<file path="src/hdl/mbt_pkg.sv">
// ----------------------------------------------------------------------------
// mbt_pkg: shared constants for the modular binomial table
// Word width, modulus, operation codes and status codes.
// ----------------------------------------------------------------------------
package mbt_pkg;

  localparam int unsigned PW = 30;
  localparam logic [PW-1:0] PRIME_MODULUS = 30'd1000000007;
  localparam int unsigned TABLE_ENTRIES = 4096;
  localparam int unsigned CNTW = $clog2(PW);

  localparam logic OP_BUILD = 1'b0;
  localparam logic OP_QUERY = 1'b1;

  localparam logic [1:0] ST_OK        = 2'd0;
  localparam logic [1:0] ST_BEYOND    = 2'd1;
  localparam logic [1:0] ST_NOT_BUILT = 2'd2;

endpackage

</file>
<file path="src/hdl/mbt_div.sv">
// ----------------------------------------------------------------------------
// mbt_div: restoring divider of the modulus by a table index
// Gives p div d and p mod d, one quotient bit per cycle.
// ----------------------------------------------------------------------------
module mbt_div #(
  parameter int unsigned IW = 12
) (
  input  logic                     clk,
  input  logic                     rst,
  input  logic                     start,
  input  logic [IW-1:0]            divisor,
  output logic                     done,
  output logic [mbt_pkg::PW-1:0]   quot,
  output logic [IW-1:0]            rem
);

  localparam int unsigned PW = mbt_pkg::PW;
  localparam int unsigned CNTW = mbt_pkg::CNTW;
  localparam logic [PW-1:0] PV = mbt_pkg::PRIME_MODULUS;

  logic            busy;
  logic [CNTW-1:0] cnt;
  logic [IW-1:0]   dr;
  logic [IW:0]     rem_r;
  logic [IW:0]     sh;
  logic            ge;

  always_comb begin
    sh = {rem_r[IW-1:0], PV[cnt]};
    ge = sh >= {1'b0, dr};
  end

  always_ff @(posedge clk) begin
    if (rst) begin
      busy <= 1'b0;
      done <= 1'b0;
    end else begin
      done <= 1'b0;
      if (start) begin
        busy <= 1'b1;
      end else if (busy && cnt == '0) begin
        busy <= 1'b0;
        done <= 1'b1;
      end
    end
  end

  always_ff @(posedge clk) begin
    if (start) begin
      rem_r <= '0;
      quot  <= '0;
      dr    <= divisor;
      cnt   <= CNTW'(PW - 1);
    end else if (busy) begin
      rem_r <= ge ? sh - {1'b0, dr} : sh;
      quot  <= {quot[PW-2:0], ge};
      cnt   <= cnt - 1'b1;
    end
  end

  assign rem = rem_r[IW-1:0];

endmodule

</file>
<file path="config.mk">
export PLATFORM = sky130hd
export DESIGN_NAME = mbt_div
export DESIGN_NICKNAME = d
export VERILOG_FILES = /design/src/hdl/mbt_pkg.sv /design/src/hdl/mbt_div.sv
export SDC_FILE = /design/constraint.sdc
export NUM_CORES = 1
export LEC_CHECK = 0
export BUFFER_PORTS_ARGS = -buffer_cell sky130_fd_sc_hd__buf_2
export CELL_PAD_IN_SITES_DETAIL_PLACEMENT = 1
export CELL_PAD_IN_SITES_GLOBAL_PLACEMENT = 1
export CORE_MARGIN = 3
export CORE_UTILIZATION = 25
export CTS_CLUSTER_DIAMETER = 50
export CTS_CLUSTER_SIZE = 24
export DETAILED_ROUTE_END_ITERATION = 7
export HOLD_SLACK_MARGIN = 0.06
export PLACE_DENSITY_LB_ADDON = 0.2
export SLEW_MARGIN = 10
export SYNTH_ARGS = -nofsm -noshare
export SYNTH_HDL_FRONTEND = slang
export SYNTH_SLANG_ARGS = --single-unit
</file>
<file path="constraint.sdc">
create_clock -name clk -period 2.35 [get_ports clk]
set_input_delay 0.1175 -clock clk [delete_from_list [all_inputs] [get_ports clk]]
set_output_delay 0.1175 -clock clk [all_outputs]
set_load 0.01 [all_outputs]
</file>
==> run_results.csv, run 1 <==
group,metric,value,unit
layout,num_antenna_cells,0,
route,ant_nets,0,
timing,slew_headroom,68.0,%
timing,worst_slack,0.125,ns
logic_synthesis,async_flop_share,0,%
route,vias,2490,
clock_tree,clk_path_buf_depth,2,
clock_tree,clk_pin_slew,0.06,ns
placed_design,dpl_cell_area,3520,µm²
logic_synthesis,synth_cell_types,52,
clock_tree,htree_num_levels,3,
layout,fin_util,34.2,%
critical_path,path_class,"flop to flop",
timing,tightest_slew,0.481,ns
logic_synthesis,syn-cell-area,3040,µm²
logic_synthesis,synth_top_area_cell,"dfxtp_1",
route,dr.pass1.iters,4,
grt,grt_pass1_vias,2676,
die,die_h,116,µm
critical_path,cp_max_fo,10,
clock_tree,cts_num_sinks,62,
placed_design,gp_congestion,0.814,
flow_run,maxCapViolCount,0,
pwr,p_leak,0.00179,µW
timing,setup_viol,0,
logic_synthesis,synth-seq-cells,62,
timing,period_minus_slack,2.22,ns
route,wl_per_cell,15.0,µm
logic_synthesis,syn_avg_cell_area,9.90,µm²
pwr,peakVddDrop,0.000371,V
logic_synthesis,ys_top_cells_by_area,"dfxtp_1 (33%), edfxtp_1 (12%), mux2i_1 (12%)",
hold_path,min_path_type,"flop to flop",
clock_tree,cts_tree,"yes",
critical_path,startpoint_type,"flop",
timing,holdWs,0.487,ns
placed_design,detailed_place_hpwl,5.94,mm
die,num_rows,39,
timing,fin_crit_sh,94.7,%
layout,n_fill_cell,1349,
route,viasPerCell,4.67,
logic_synthesis,synth.yosys.warnings,0,
pwr,powerDensity,726,nW/µm²
clock_tree,cts_root_buf,"clkbuf_16",
timing,rsz0062_at_grt,"false",
logic_synthesis,synth_ff_type,"dfxtp_1",
route,drc,0,
grt,overflow,0,
grt,antenna_found_initial,0,
logic_synthesis,seq_area_frac_synth,44.8,%
logic_synthesis,synth_top_cell_area_share,32.9,%
critical_path,cp-end-kind,"flop",
layout,drive_above_1_share,27.4,%
critical_path,crit_required,2.59,ns
grt,grt_first_pass_wirelength,13.2,mm
logic_synthesis,syn_inst,307,
layout,post-route-cell-area,3990,µm²
die,initial_core_util,26.1,%
grt,grt.total_usage,12.6,%
timing,finalMaxSlewViolations,0,
run_status,status,"finished clean",
grt,grt_max_degree,30,
logic_synthesis,synth-edff-count,12,
placed_design,dp_slack,-0.0433,ns
die,design.core.area,11700,µm²
layout,instances_no_fill,533,
route,wirelength,8.02,mm
route,first_iter_violations,83,
placed_design,io_buffers,57,
die,ioPinCount,58,
clock_tree,cts_buffers,9,
die,dieArea,13500,µm²
clock_tree,clock_latency,0.33,ns
timing,fmax,450,MHz
critical_path,arrival,2.46,ns
die,die_w,116,µm
layout,syn_to_final_growth,31.2,%
layout,fin_nets,417,
logic_synthesis,syn_nets,338,
timing,final_hold_viol_count,0,
placed_design,dp_cells,503,
timing,finalClockSkew,0.00858,ns
## cells in the mapped netlist, types with 2 or more instances
| master | number |
|---|---|
| mux2i_1 | 35 |
| buf_4 | 12 |
| o21bai_1 | 2 |
| nor2b_1 | 4 |
| edfxtp_1 | 12 |
| a32oi_1 | 4 |
| buf_2 | 2 |
| a31oi_1 | 3 |
| dfxtp_1 | 50 |
| buf_1 | 6 |
| nor3_1 | 3 |
| a211oi_1 | 10 |
| o21ai_0 | 3 |
| xnor2_1 | 9 |
| nand2_1 | 7 |
| a21oi_1 | 11 |
| clkbuf_1 | 4 |
| nor4_1 | 2 |
| inv_1 | 21 |
| nand2b_1 | 6 |
| ha_1 | 15 |
| nand3_1 | 3 |
| nor2_1 | 48 |
| o31ai_1 | 5 |
| nand3b_1 | 3 |
## per-stage QoR
stage	total power, µW	TNS [ns]
6_report	2890	0
5_1_grt	3050	0
4_1_cts	2930	0
3_5_place_dp	1660	-0.125
3_3_place_gp	1650	0
2_1_floorplan	1510	0
## layout by cell type, fill, tap and decap left out, types with 2 or more instances in the layout
cell type / count
nand3b_1: 3
inv_4: 3
nor3_1: 3
a32oi_1: 4
o31ai_1: 5
xnor2_1: 9
buf_4: 21
nand2_1: 7
dfxtp_1: 48
nand3_1: 3
inv_1: 21
nand2b_1: 6
edfxtp_1: 12
nor2_1: 48
buf_2: 57
o21ai_0: 3
o21bai_1: 2
a31oi_1: 3
nor4_4: 2
dlygate4sd3_1: 14
mux2i_1: 35
dfxtp_2: 2
a21oi_1: 11
ha_1: 14
clkbuf_16: 9
a211oi_1: 10
nor2b_1: 4
## critical path: stages (launching register included)
cell and delay, ns:
dfxtp_1 0.32, inv_1 0.07, ha_1 0.21, nand2b_1 0.17
a211o_1 0.30, and2_4 0.20, o211a_4 0.26, buf_4 0.18
a31o_1 0.20, a311oi_2 0.22
## layer usage
layer  routed length, µm  global-route usage, %  up-vias  part of all wire (%)
li1                    -                      -     1233                     -
met1                3650                   15.1     1195                    45
met2                3870                   20.9       50                    48
met3                 367                   4.30       12                   4.6
met4                 135                   4.33        0                   1.7
met5                   0                      0        -                     0
## final cells by class
| type | instances | area [µm²] | area share [%] |
|---|---|---|---|
| clock inverter | 5 | 32.5 | 0.816 |
| multi-input combinational | 200 | 1510 | 37.9 |
| tap | 143 | 179 | 4.49 |
| timing repair buffer | 92 | 583 | 14.6 |
| inverter | 21 | 78.8 | 1.98 |
| sequential | 62 | 1360 | 34.2 |
| clock buffer | 10 | 239 | 5.99 |
## what timing repair did
item	CTS	global route
endpoints found under the setup margin	6	8
pin swaps	0	3
buffers inserted	0	1
endpoints found under the hold margin	15	0
resized for setup	1	8
hold buffers	14	0
## registers in the layout, summed over array words and instances, names as in the netlist
register and flops:
quot 30, dr 12, done 1, sh 1
busy 1, cnt 5, rem_r 12
## power breakdown
| group | internal [µW] | total (µW) | switching (µW) | leakage [µW] |
|---|---|---|---|---|
| combinational | 241 | 504 | 264 | 0.00113 |
| sequential | 1130 | 1160 | 34.7 | 0.000524 |
| clock | 737 | 1230 | 490 | 0.000140 |
## kinds of logic (layout without fill, tap and decap cells)
group / after synthesis / in the layout / share of synthesized area (%)
flip-flops: 62 / 62 / 44.8
AO/OA/AOI/OAI: 52 / 52 / 12.7
AND/OR/NAND/NOR: 85 / 85 / 13.3
buffers and inverters: 45 / 128 / 7.12
multiplexers: 37 / 37 / 12.4
adder cells (fa/ha/maj): 16 / 16 / 6.83
XOR/XNOR: 10 / 10 / 2.88
## path summary, 6_finish.rpt
check / from / to / slack (ns) / cells after the start
worst max-delay path: sh[0] / rem_r[11] / 0.13 / 9
worst min-delay path: quot[29] / quot[29] / 0.49 / 2
worst max register to register: sh[0] / rem_r[11] / 0.13 / 9
worst min register to register: quot[29] / quot[29] / 0.49 / 2
No activity file was read; power rests on OpenSTA's default activity.
==> run 2, diff against run 1 <==
--- a/config.mk
+++ b/config.mk
@@ -5,7 +5,6 @@
 export SDC_FILE = /design/constraint.sdc
 export NUM_CORES = 1
 export LEC_CHECK = 0
-export BUFFER_PORTS_ARGS = -buffer_cell sky130_fd_sc_hd__buf_2
 export CELL_PAD_IN_SITES_DETAIL_PLACEMENT = 1
 export CELL_PAD_IN_SITES_GLOBAL_PLACEMENT = 1
 export CORE_MARGIN = 3
@@ -13,7 +12,8 @@
 export CTS_CLUSTER_DIAMETER = 50
 export CTS_CLUSTER_SIZE = 24
 export DETAILED_ROUTE_END_ITERATION = 7
-export HOLD_SLACK_MARGIN = 0.06
+export DONT_BUFFER_PORTS = 1
+export HOLD_SLACK_MARGIN = 0.1
 export PLACE_DENSITY_LB_ADDON = 0.2
 export SLEW_MARGIN = 10
 export SYNTH_ARGS = -nofsm -noshare
==> run 2 against run 1 <==
  * Maximum frequency rose by 0.64%
  * Sequential power about the same
  * Design area shrank 5.1%
  * Count of clock-buffer cells in the layout grew 1
  * Clock power rose by 17%
==> run_results.csv, run 2 (synthesis results as in run 1) <==
group,metric,value,unit
run_status,status,"finished clean",
clock_tree,htree_num_levels,3,
grt,grt_pass1_vias,2439,
clock_tree,clk_pin_slew,0.06,ns
layout,post-route-cell-area,3780,µm²
placed_design,dp_slack,-0.0286,ns
die,die_h,116,µm
timing,tightest_slew,0.459,ns
timing,final_hold_viol_count,0,
timing,worst_slack,0.140,ns
layout,largest-register,"quot",
route,vias,2305,
die,dieArea,13500,µm²
route,routed-wl-met2,3.75,mm
layout,reg.largest.list,"quot: 30 flops, dr: 12 flops, rem_r: 12 flops",
route,top_layer_used,"met4",
timing,rsz0062_at_grt,"false",
pwr,p_leak,0.00154,µW
critical_path,cp_max_fo,13,
die,die_w,116,µm
clock_tree,cts_root_buf,"clkbuf_16",
clock_tree,cts_buffers,9,
timing,setup_viol,0,
placed_design,detailed_place_hpwl,5.46,mm
route,viasPerCell,4.79,
critical_path,path_class,"flop to flop",
clock_tree,cts_tree,"yes",
route,wl_per_cell,16.1,µm
route,first_iter_violations,107,
route,dr.pass1.iters,4,
placed_design,dpl_cell_area,3250,µm²
timing,finalMaxSlewViolations,0,
timing,fin_crit_sh,94.1,%
placed_design,gp_congestion,0.781,
pwr,powerDensity,815,nW/µm²
layout,final_common_cell,"dfxtp_1",
grt,grt_first_pass_wirelength,12.5,mm
critical_path,arrival,2.46,ns
flow_run,maxCapViolCount,0,
timing,slew_headroom,69.2,%
layout,most-common-layout-cells,"dfxtp_1 (49), nor2_1 (48), mux2i_1 (35)",
route,drt-met1-wl,3.30,mm
layout,largest_reg_flops,30,
grt,grt.total_usage,12.2,%
pwr,peakVddDrop,0.000397,V
clock_tree,cts_num_sinks,62,
die,ioPinCount,58,
layout,syn_to_final_growth,24.5,%
placed_design,io_buffers,0,
die,design.core.area,11700,µm²
timing,fmax,452,MHz
grt,overflow,0,
hold_path,min_path_type,"input pin to flop",
clock_tree,clock_latency,0.33,ns
layout,drive_above_1_share,16.0,%
route,drc,0,
critical_path,crit_required,2.59,ns
layout,num_antenna_cells,0,
route,dr_wl_met3,579,µm
grt,grt_max_degree,56,
critical_path,cp-end-kind,"flop",
layout,fin_nets,364,
timing,finalClockSkew,0.00441,ns
route,ant_nets,0,
grt,antenna_found_initial,0,
critical_path,startpoint_type,"flop",
route,wirelength,7.73,mm
die,num_rows,39,
timing,period_minus_slack,2.21,ns
clock_tree,clk_path_buf_depth,2,
die,initial_core_util,26.1,%
run 2: report_power, final:
part / switching [µW] / internal (µW)
clock: 519 / 923
combinational: 256 / 229
sequential: 31.5 / 1130
total: 806 / 2280
run 2: critical path, stage by stage, from the launching register on:
cell and delay [ns]:
edfxtp_1 0.38, inv_1 0.06, ha_1 0.29, nand2b_1 0.08
a211o_1 0.29, and2_4 0.19, o211a_4 0.23, buf_4 0.19
a31o_1 0.20, a311oi_1 0.22
run 2: repair_timing:
item                                   4_1_cts  5_1_grt
gates cloned                                 0        0
buffers inserted                             0        1
hold buffers                                15        0
pin swaps                                    0        2
resized for setup                            1        4
endpoints found under the hold margin       69        0
setup endpoints to repair                    5        2
run 2: through the flow:
step | TNS [ns] | power, µW | utilization, % | cells | hold slack [ns]
2_1_floorplan | 0 | 1510 | - | 307 | 0.190
3_3_place_gp | 0 | 1620 | 27.9 | 449 | 0.184
3_5_place_dp | -0.0286 | 1620 | 27.9 | 449 | 0.187
4_1_cts | 0 | 3140 | 32.2 | 480 | 0.119
5_1_grt | 0 | 3240 | 32.5 | 481 | 0.135
6_report | 0 | 3090 | 32.5 | 481 | 0.112
run 2: path summary, 6_finish.rpt:
check,start,cells past startpoint,slack [ns],to
hold / removal,start,2,0.11,rem_r[0]
hold reg to reg,cnt[1],2,0.56,cnt[1]
setup reg to reg,dr[1],9,0.14,rem_r[11]
setup / recovery,dr[1],9,0.14,rem_r[11]
run 2: layout make-up:
type                       instances  area (µm²)
sequential                        62        1360
inverter                          21        78.8
clock inverter                     5        60.1
multi-input combinational        200        1490
tap                              143         179
fill                            1305        7880
clock buffer                      11         264
timing repair buffer              39         348
run 2: layer usage:
| layer | vias to the layer above | GRT usage (%) |
|---|---|---|
| met5 | - | 0 |
| met2 | 51 | 20.1 |
| met1 | 1111 | 14.0 |
| met4 | 0 | 4.18 |
| li1 | 1132 | - |
| met3 | 11 | 5.49 |
