[src/hdl/mbt_pkg.sv]
// ----------------------------------------------------------------------------
// mbt_pkg: shared constants for the modular binomial table
// Word width, modulus, operation codes and status codes.
// ----------------------------------------------------------------------------
package mbt_pkg;

  localparam int unsigned PW = 30;
  localparam logic [PW-1:0] PRIME_MODULUS = 30'd1000000007;
  localparam int unsigned TABLE_ENTRIES = 4096;
  localparam int unsigned CNTW = $clog2(PW);

  localparam logic OP_BUILD = 1'b0;
  localparam logic OP_QUERY = 1'b1;

  localparam logic [1:0] ST_OK        = 2'd0;
  localparam logic [1:0] ST_BEYOND    = 2'd1;
  localparam logic [1:0] ST_NOT_BUILT = 2'd2;

endpackage

[src/hdl/mbt_mulmod.sv]
// ----------------------------------------------------------------------------
// mbt_mulmod: bit-serial modular multiplier
// Computes a*b mod p, one bit of b per cycle, most significant bit first.
// ----------------------------------------------------------------------------
module mbt_mulmod (
  input  logic                     clk,
  input  logic                     rst,
  input  logic                     start,
  input  logic [mbt_pkg::PW-1:0]   a,
  input  logic [mbt_pkg::PW-1:0]   b,
  output logic                     done,
  output logic [mbt_pkg::PW-1:0]   result
);

  localparam int unsigned PW = mbt_pkg::PW;
  localparam int unsigned CNTW = mbt_pkg::CNTW;
  localparam logic [PW+1:0] PX = (PW+2)'(mbt_pkg::PRIME_MODULUS);

  logic            busy;
  logic [CNTW-1:0] cnt;
  logic [PW-1:0]   acc;
  logic [PW-1:0]   ar;
  logic [PW-1:0]   br;
  logic [PW+1:0]   sum;
  logic [PW+1:0]   red1;
  logic [PW+1:0]   red2;

  // Accumulator stays below p, so 2*acc + a stays below 3p.
  always_comb begin
    sum  = {1'b0, acc, 1'b0} + (br[PW-1] ? {2'b00, ar} : '0);
    red1 = (sum >= PX) ? sum - PX : sum;
    red2 = (red1 >= PX) ? red1 - PX : red1;
  end

  always_ff @(posedge clk) begin
    if (rst) begin
      busy <= 1'b0;
      done <= 1'b0;
    end else begin
      done <= 1'b0;
      if (start) begin
        busy <= 1'b1;
      end else if (busy && cnt == '0) begin
        busy <= 1'b0;
        done <= 1'b1;
      end
    end
  end

  always_ff @(posedge clk) begin
    if (start) begin
      acc <= '0;
      ar  <= a;
      br  <= b;
      cnt <= CNTW'(PW - 1);
    end else if (busy) begin
      acc <= red2[PW-1:0];
      br  <= {br[PW-2:0], 1'b0};
      cnt <= cnt - 1'b1;
    end
  end

  assign result = acc;

endmodule

[config.mk]
export PLATFORM = sky130hd
export DESIGN_NAME = mbt_mulmod
export DESIGN_NICKNAME = d
export VERILOG_FILES = /design/src/hdl/mbt_pkg.sv /design/src/hdl/mbt_mulmod.sv
export SDC_FILE = /design/constraint.sdc
export NUM_CORES = 1
export LEC_CHECK = 0
export BUFFER_PORTS_ARGS = -buffer_cell sky130_fd_sc_hd__buf_2
export CAP_MARGIN = 20
export CELL_PAD_IN_SITES_DETAIL_PLACEMENT = 0
export CELL_PAD_IN_SITES_GLOBAL_PLACEMENT = 1
export CORE_MARGIN = 5
export CORE_UTILIZATION = 41
export CTS_BUF_LIST = sky130_fd_sc_hd__clkbuf_4
export DETAILED_ROUTE_END_ITERATION = 16
export GPL_TIMING_DRIVEN = 0
export MAX_ROUTING_LAYER = met4
export PLACE_DENSITY = 0.73
export SKIP_CTS_REPAIR_TIMING = 1
export SLEW_MARGIN = 20
export SYNTH_ARGS = -nofsm -noshare
export SYNTH_HDL_FRONTEND = slang
export SYNTH_SLANG_ARGS = --single-unit
export TNS_END_PERCENT = 30
[constraint.sdc]
create_clock -name clk -period 7.3 [get_ports clk]
set_clock_uncertainty 0.1 [all_clocks]
set_input_delay 1.46 -clock clk [delete_from_list [all_inputs] [get_ports clk]]
set_output_delay 1.46 -clock clk [all_outputs]
set_load 0.05 [all_outputs]
==> results of run 1 <==
==> cells by family after synthesis <==
logic type	Yosys count	synth area share
DFF	97	0.318
buffers and inverters	54	0.0304
xor gates and xnor gates	70	0.0777
and+or+nand+nor	345	0.222
AOI/OAI and AO/OA	271	0.246
muxes	38	0.0522
adders and majority gates	33	0.0527
==> layer usage <==
metal,vias to the layer above,track usage,share of wire
met1,3427,0.287,0.46
met3,36,0.0436,0.045
met5,-,-,0
li1,3593,-,-
met4,0,0.0499,0.020
met2,170,0.363,0.47
==> power breakdown <==
| part | switching (mW) | leakage, nW | internal [mW] |
|---|---|---|---|
| combinational | 0.556 | 2.47 | 0.298 |
| clock | 0.254 | 0.0860 | 0.0892 |
| sequential | 0.0267 | 0.898 | 0.638 |
| total | 0.837 | 3.45 | 1.03 |
==> worst register-to-register path, cell delays in order (launching register included) <==
cell	delay [ps]
edfxtp_1	450
clkbuf_2	300
and2_1	250
ha_1	280
clkbuf_1	350
nand4_1	360
a2111oi_1	830
a211oi_1	210
xnor2_1	320
nand3_1	310
o311ai_4	430
a21o_2	260
buf_6	170
buf_2	300
o221ai_1	230
a31oi_2	360
a21oi_4	160
nor2_4	370
buf_2	360
nor2_1	90
xnor2_1	290
o21ai_1	100
==> per-stage QoR <==
step / hold slack [ps] / power [mW] / setup slack (ps)
4_1_cts: 382 / 1.88 / -23.5
6_report: 377 / 1.86 / 322
3_3_place_gp: 352 / 1.53 / 64.6
3_5_place_dp: 361 / 1.53 / 37.6
5_1_grt: 410 / 1.99 / 25.3
2_1_floorplan: 362 / 1.31 / 1940
==> sequential cells by signal, summed over array words and instances, names as in the netlist <==
signal	count
busy	1
ar	30
result	30
br	30
cnt	5
done	1
==> synthesized netlist by cell type (7+ instances only) <==
cell type	instances
a211oi_1	14
o211ai_1	14
or3_1	10
mux2_2	29
and3_1	10
o21a_1	10
nand3_1	18
nand2b_1	12
a21oi_1	64
o31ai_1	7
inv_1	13
nand2_1	95
o21ai_1	14
dfxtp_1	37
or2_2	8
edfxtp_1	60
a21o_1	12
ha_1	32
nor2_1	70
clkbuf_1	23
xor2_1	22
nand4_1	10
nor2b_1	10
nor3_1	23
xnor2_1	47
o21ai_0	44
mux2i_1	9
buf_2	11
and2_1	42
a31oi_1	12
==> worst min path at each step <==
stage                    start          to  slack [ps]  cells past startpoint
floorplan               cnt[4]      cnt[4]         360                      2
global placement    result[18]  result[18]         350                      2
detailed placement  result[20]  result[20]         360                      2
CTS                 result[20]  result[20]         380                      2
global route        result[25]  result[25]         410                      2
finish              result[20]  result[20]         380                      2
==> cell type report <==
type	instances	share of cell area
multi-input cells	757	0.581
flip-flops and latches	97	0.284
repair buffers	93	0.0520
well taps	265	0.0371
plain buffers	40	0.0215
clock inverters	7	0.0108
clock buffers	9	0.00755
inverters	13	0.00545
diodes	1	0.000280
==> flow_summary.json, run 1 <==
{
  "status": "finished, final reports clean",
  "setup_viol": 0,
  "layout_common_cells": "buf_2, nand2_1, nor2_1, a21oi_1, edfxtp_1",
  "yosys-top-cells-area": "edfxtp_1, dfxtp_1, xnor2_1",
  "startpoint": "br[29]",
  "syn_to_final_growth_pct": 12.1,
  "fin_cells": 1282,
  "drt_iter0_markers": 463,
  "leakage_nw": 3.45,
  "worstSkewPairLatency_ps": 520,
  "grt_start_max_net_pins": 33,
  "cellPowerDensity_nw_per_um2": 208,
  "fin_util": 0.463,
  "numPlacedInstances": 1266,
  "yosysTopAreaCell": "edfxtp_1",
  "synth_edf_count": 60,
  "grt.overflow.total": 0,
  "first_global_vias": 7144,
  "syn_inst": 908,
  "syn_avg_cell_area_um2": 8.79,
  "crit_slowest_cell": "a2111oi_1",
  "rsz0062_at_grt": "false",
  "cts.path.max_buffers": 2,
  "r2r_start": "br[29]",
  "post-route-min-period_ps": 6980,
  "drc": 0,
  "drive_gt1_frac": 0.200,
  "std_cell_rows": 51,
  "rrSetupSlack_ps": 320,
  "grt_pass1_wl_um": 38000,
  "end_kind": "flop",
  "cts_tree": "yes",
  "start_util": 0.413,
  "timing.rr.end": "result[9]",
  "ant_nets": 0,
  "max_stage_delay_ps": 830,
  "fillers": 1985,
  "synth_warnings": 0,
  "crit_type": "reg2reg",
  "antenna_found_initial": 1,
  "drv_slew": 0,
  "multiInputGateArea_um2": 5200,
  "synth_top_area_frac": 0.226,
  "tightest_slew_ps": 855,
  "synth_flop_cell": "edfxtp_1",
  "clock.fmax_mhz": 143,
  "reg2reg_depth": 21,
  "ys_ff_latch": 97,
  "final_area_um2": 8950,
  "maxSlewHeadroom": 0.430,
  "cp-endpoint": "result[9]",
  "gp_congestion": 0.896,
  "clock-root-buffer": "clkbuf_4",
  "wirelength_um": 23800,
  "cts.clk_slew.worst_paths_ps": 210,
  "grt.total_usage": 0.222,
  "io_pins": 94,
  "crit_chain": "clkbuf_2 > and2_1 > ha_1 > clkbuf_1 > nand4_1 > a2111oi_1 > a211oi_1 > xnor2_1 > nand3_1 > o311ai_4 > a21o_2 > buf_6 > buf_2 > o221ai_1 > a31oi_2 > a21oi_4 > nor2_4 > buf_2 > nor2_1 > xnor2_1 > o21ai_1",
  "cp.depth": 21,
  "hp-class": "reg2reg",
  "cpLargestDelayFamily": "compound AO/OA/AOI/OAI gates",
  "crit_buf_inv": 5,
  "ys_seq_area_frac": 0.318,
  "io_buffer_count": 93,
  "core_area_um2": 19300,
  "num-nets-final": 1107,
  "yosysUniqueCellTypes": 96,
  "tns_ps": 0,
  "num_vias": 7226,
  "synthArstFlopShare": 0,
  "firstDrtPassIters": 7,
  "synth_area_um2": 7980,
  "worst-path-max-fanout": 19,
  "dieArea_um2": 22400,
  "critPathRequiredTime_ps": 7630,
  "place_area_um2": 8780,
  "cts_buffers": 9,
  "die_w_um": 150,
  "avgRoutedWirePerCell_um": 18.5,
  "arrival_ps": 7300,
  "dp_hpwl_um": 18400,
  "start_kind": "flop",
  "die_h_um": 150,
  "routed_via_density": 5.64,
  "cts.htree.levels": 3,
  "hold_violations": 0,
  "min_period_over_period": 0.956,
  "vdd_drop_max_mv": 0.0919,
  "final_common_cell": "buf_2",
  "cts_sinks": 97,
  "regArea_um2": 2540,
  "synth_nets": 1004,
  "drv_cap": 0
}
No activity file was read; power rests on OpenSTA's default activity.
==> run 2: changes to the inputs <==
--- a/config.mk
+++ b/config.mk
@@ -16,8 +16,8 @@
 export GPL_TIMING_DRIVEN = 0
 export MAX_ROUTING_LAYER = met4
 export PLACE_DENSITY = 0.73
+export RECOVER_POWER = 100
 export SKIP_CTS_REPAIR_TIMING = 1
-export SLEW_MARGIN = 20
 export SYNTH_ARGS = -nofsm -noshare
 export SYNTH_HDL_FRONTEND = slang
 export SYNTH_SLANG_ARGS = --single-unit
==> constraint.sdc (replaced) <==
create_clock -name clk -period 7.3 [get_ports clk]
set_clock_uncertainty 0.1 [all_clocks]
set_input_delay 0.365 -clock clk [delete_from_list [all_inputs] [get_ports clk]]
set_output_delay 0.365 -clock clk [all_outputs]
set_load 0.05 [all_outputs]
==> flow_summary.json, run 2 (synthesized netlist as in run 1, its figures left out) <==
{
  "syn_to_final_growth_pct": 15.4,
  "rsz0062_at_grt": "false",
  "cts.htree.levels": 3,
  "worst-path-max-fanout": 10,
  "leakage_nw": 3.44,
  "first_global_vias": 7049,
  "cpLargestDelayFamily": "compound AO/OA/AOI/OAI gates",
  "hp-class": "in2reg",
  "p_sw_uw": 826,
  "die_w_um": 150,
  "core_area_um2": 19300,
  "clock.fmax_mhz": 146,
  "end_kind": "flop",
  "cts.path.max_buffers": 2,
  "die_h_um": 150,
  "drive_gt1_frac": 0.159,
  "startpoint": "br[29]",
  "max_stage_delay_ps": 580,
  "p_int_mw": 1.02,
  "dieArea_um2": 22400,
  "p_sw_frac": 0.447,
  "std_cell_rows": 51,
  "drt_iter0_markers": 525,
  "start_util": 0.413,
  "ant_nets": 0,
  "drv_cap": 1,
  "io_buffer_count": 93,
  "io_pins": 94,
  "arrival_ps": 7130,
  "clock-root-buffer": "clkbuf_4",
  "wirelength_um": 24300,
  "grt_start_max_net_pins": 33,
  "setup_viol": 0,
  "cts_sinks": 97,
  "cts.clk_slew.worst_paths_ps": 200,
  "p_clk_frac": 0.173,
  "fillers": 2028,
  "cellPowerDensity_nw_per_um2": 201,
  "drc": 0,
  "hold_start": "b[17]",
  "layout_common_cells": "nand2_1, nor2_1, buf_2, a21oi_1, edfxtp_1",
  "firstDrtPassIters": 6,
  "status": "finished, violations left",
  "drv_slew": 33,
  "dp_hpwl_um": 18600,
  "combPwrFrac": 0.467,
  "crit_slowest_cell": "xnor2_1",
  "vdd_drop_max_mv": 0.0938,
  "gp_congestion": 0.896,
  "share_seq_of_total_power": 0.360,
  "violations": "capacitance limit, slew limit",
  "grt_pass1_wl_um": 38000,
  "cts_buffers": 9,
  "min_period_over_period": 0.936,
  "crit_buf_inv": 5,
  "avgRoutedWirePerCell_um": 18.4,
  "crit_chain": "clkbuf_2 > and2_0 > ha_1 > inv_1 > fa_1 > nand2b_1 > a21boi_2 > o22ai_1 > xnor2_1 > o211a_1 > a211oi_2 > o311ai_4 > a21o_2 > buf_6 > clkbuf_2 > o221ai_1 > a31oi_2 > a21oi_4 > nor2_4 > buf_2 > nor2_1 > xnor2_1 > o21ai_0",
  "r2r_start": "br[29]",
  "tightest_slew_ps": 2120,
  "num-nets-final": 1140,
  "routed_via_density": 5.65,
  "critPathRequiredTime_ps": 7600,
  "num_vias": 7429,
  "crit_type": "reg2reg",
  "antenna_found_initial": 1,
  "cts_tree": "yes",
  "grt.overflow.total": 0,
  "maxSlewHeadroom": -0.413,
  "final_area_um2": 9210,
  "hold_violations": 0,
  "place_area_um2": 8810,
  "post-route-min-period_ps": 6830,
  "final_common_cell": "nand2_1",
  "grt.total_usage": 0.221,
  "tns_ps": 0,
  "worstSkewPairLatency_ps": 520,
  "start_kind": "flop"
}
-- run 2: per-stage QoR --
stage	total power [mW]	setup WS (ps)	hold WS [ps]	cells	utilization
final	1.85	468	28.0	1315	0.476
after CTS	1.85	12.6	-125	1283	0.463
after detailed placement	1.53	34.9	360	1267	0.456
after floorplan	1.31	1940	337	908	-
after global routing	1.97	83.1	1.90	1315	0.476
after global placement	1.53	64.6	352	1266	0.454
-- run 2: path summary, 6_finish.rpt --
kind                    end  cells past startpoint  slack [ps]
hold reg to reg   result[6]                      2         390
setup / recovery  result[9]                     23         470
setup reg to reg  result[9]                     23         470
hold / removal       br[17]                      2          30
-- run 2: layout make-up --
cell class / instances / area (µm²) / area share
clock buffer: 9 / 67.6 / 0.00733
timing repair buffer: 126 / 749 / 0.0814
buffer: 40 / 193 / 0.0209
multi-input combinational: 757 / 5200 / 0.564
inverter: 13 / 48.8 / 0.00530
sequential: 97 / 2540 / 0.276
clock inverter: 7 / 81.3 / 0.00883
tap: 265 / 332 / 0.0360
antenna: 1 / 2.50 / 0.000272
-- run 2: layer usage --
layer | part of all wire | wire length (µm) | track usage
met1 | 0.47 | 11500 | 0.301
met2 | 0.47 | 11300 | 0.352
met3 | 0.039 | 949 | 0.0288
met4 | 0.020 | 476 | 0.0549
met5 | 0 | 0 | -
-- run 2: worst reg2reg max path, cell delays in order, from the launching register on --
cell and delay [ps]:
edfxtp_1 400, clkbuf_2 270, and2_0 180, ha_1 190, inv_1 60, fa_1 440
nand2b_1 230, a21boi_2 400, o22ai_1 230, xnor2_1 580, o211a_1 360, a211oi_2 160
o311ai_4 380, a21o_2 260, buf_6 170, clkbuf_2 320, o221ai_1 230, a31oi_2 360
a21oi_4 160, nor2_4 360, buf_2 370, nor2_1 90, xnor2_1 290, o21ai_0 120
-- run 2: power by group through the flow --
stage	Sequential [mW]	Combinational (mW)	Clock [mW]
after floorplan	0.731	0.584	0
after global placement	0.678	0.848	0
after detailed placement	0.678	0.852	0
after CTS	0.666	0.856	0.331
after global routing	0.672	0.946	0.350
final	0.666	0.864	0.321
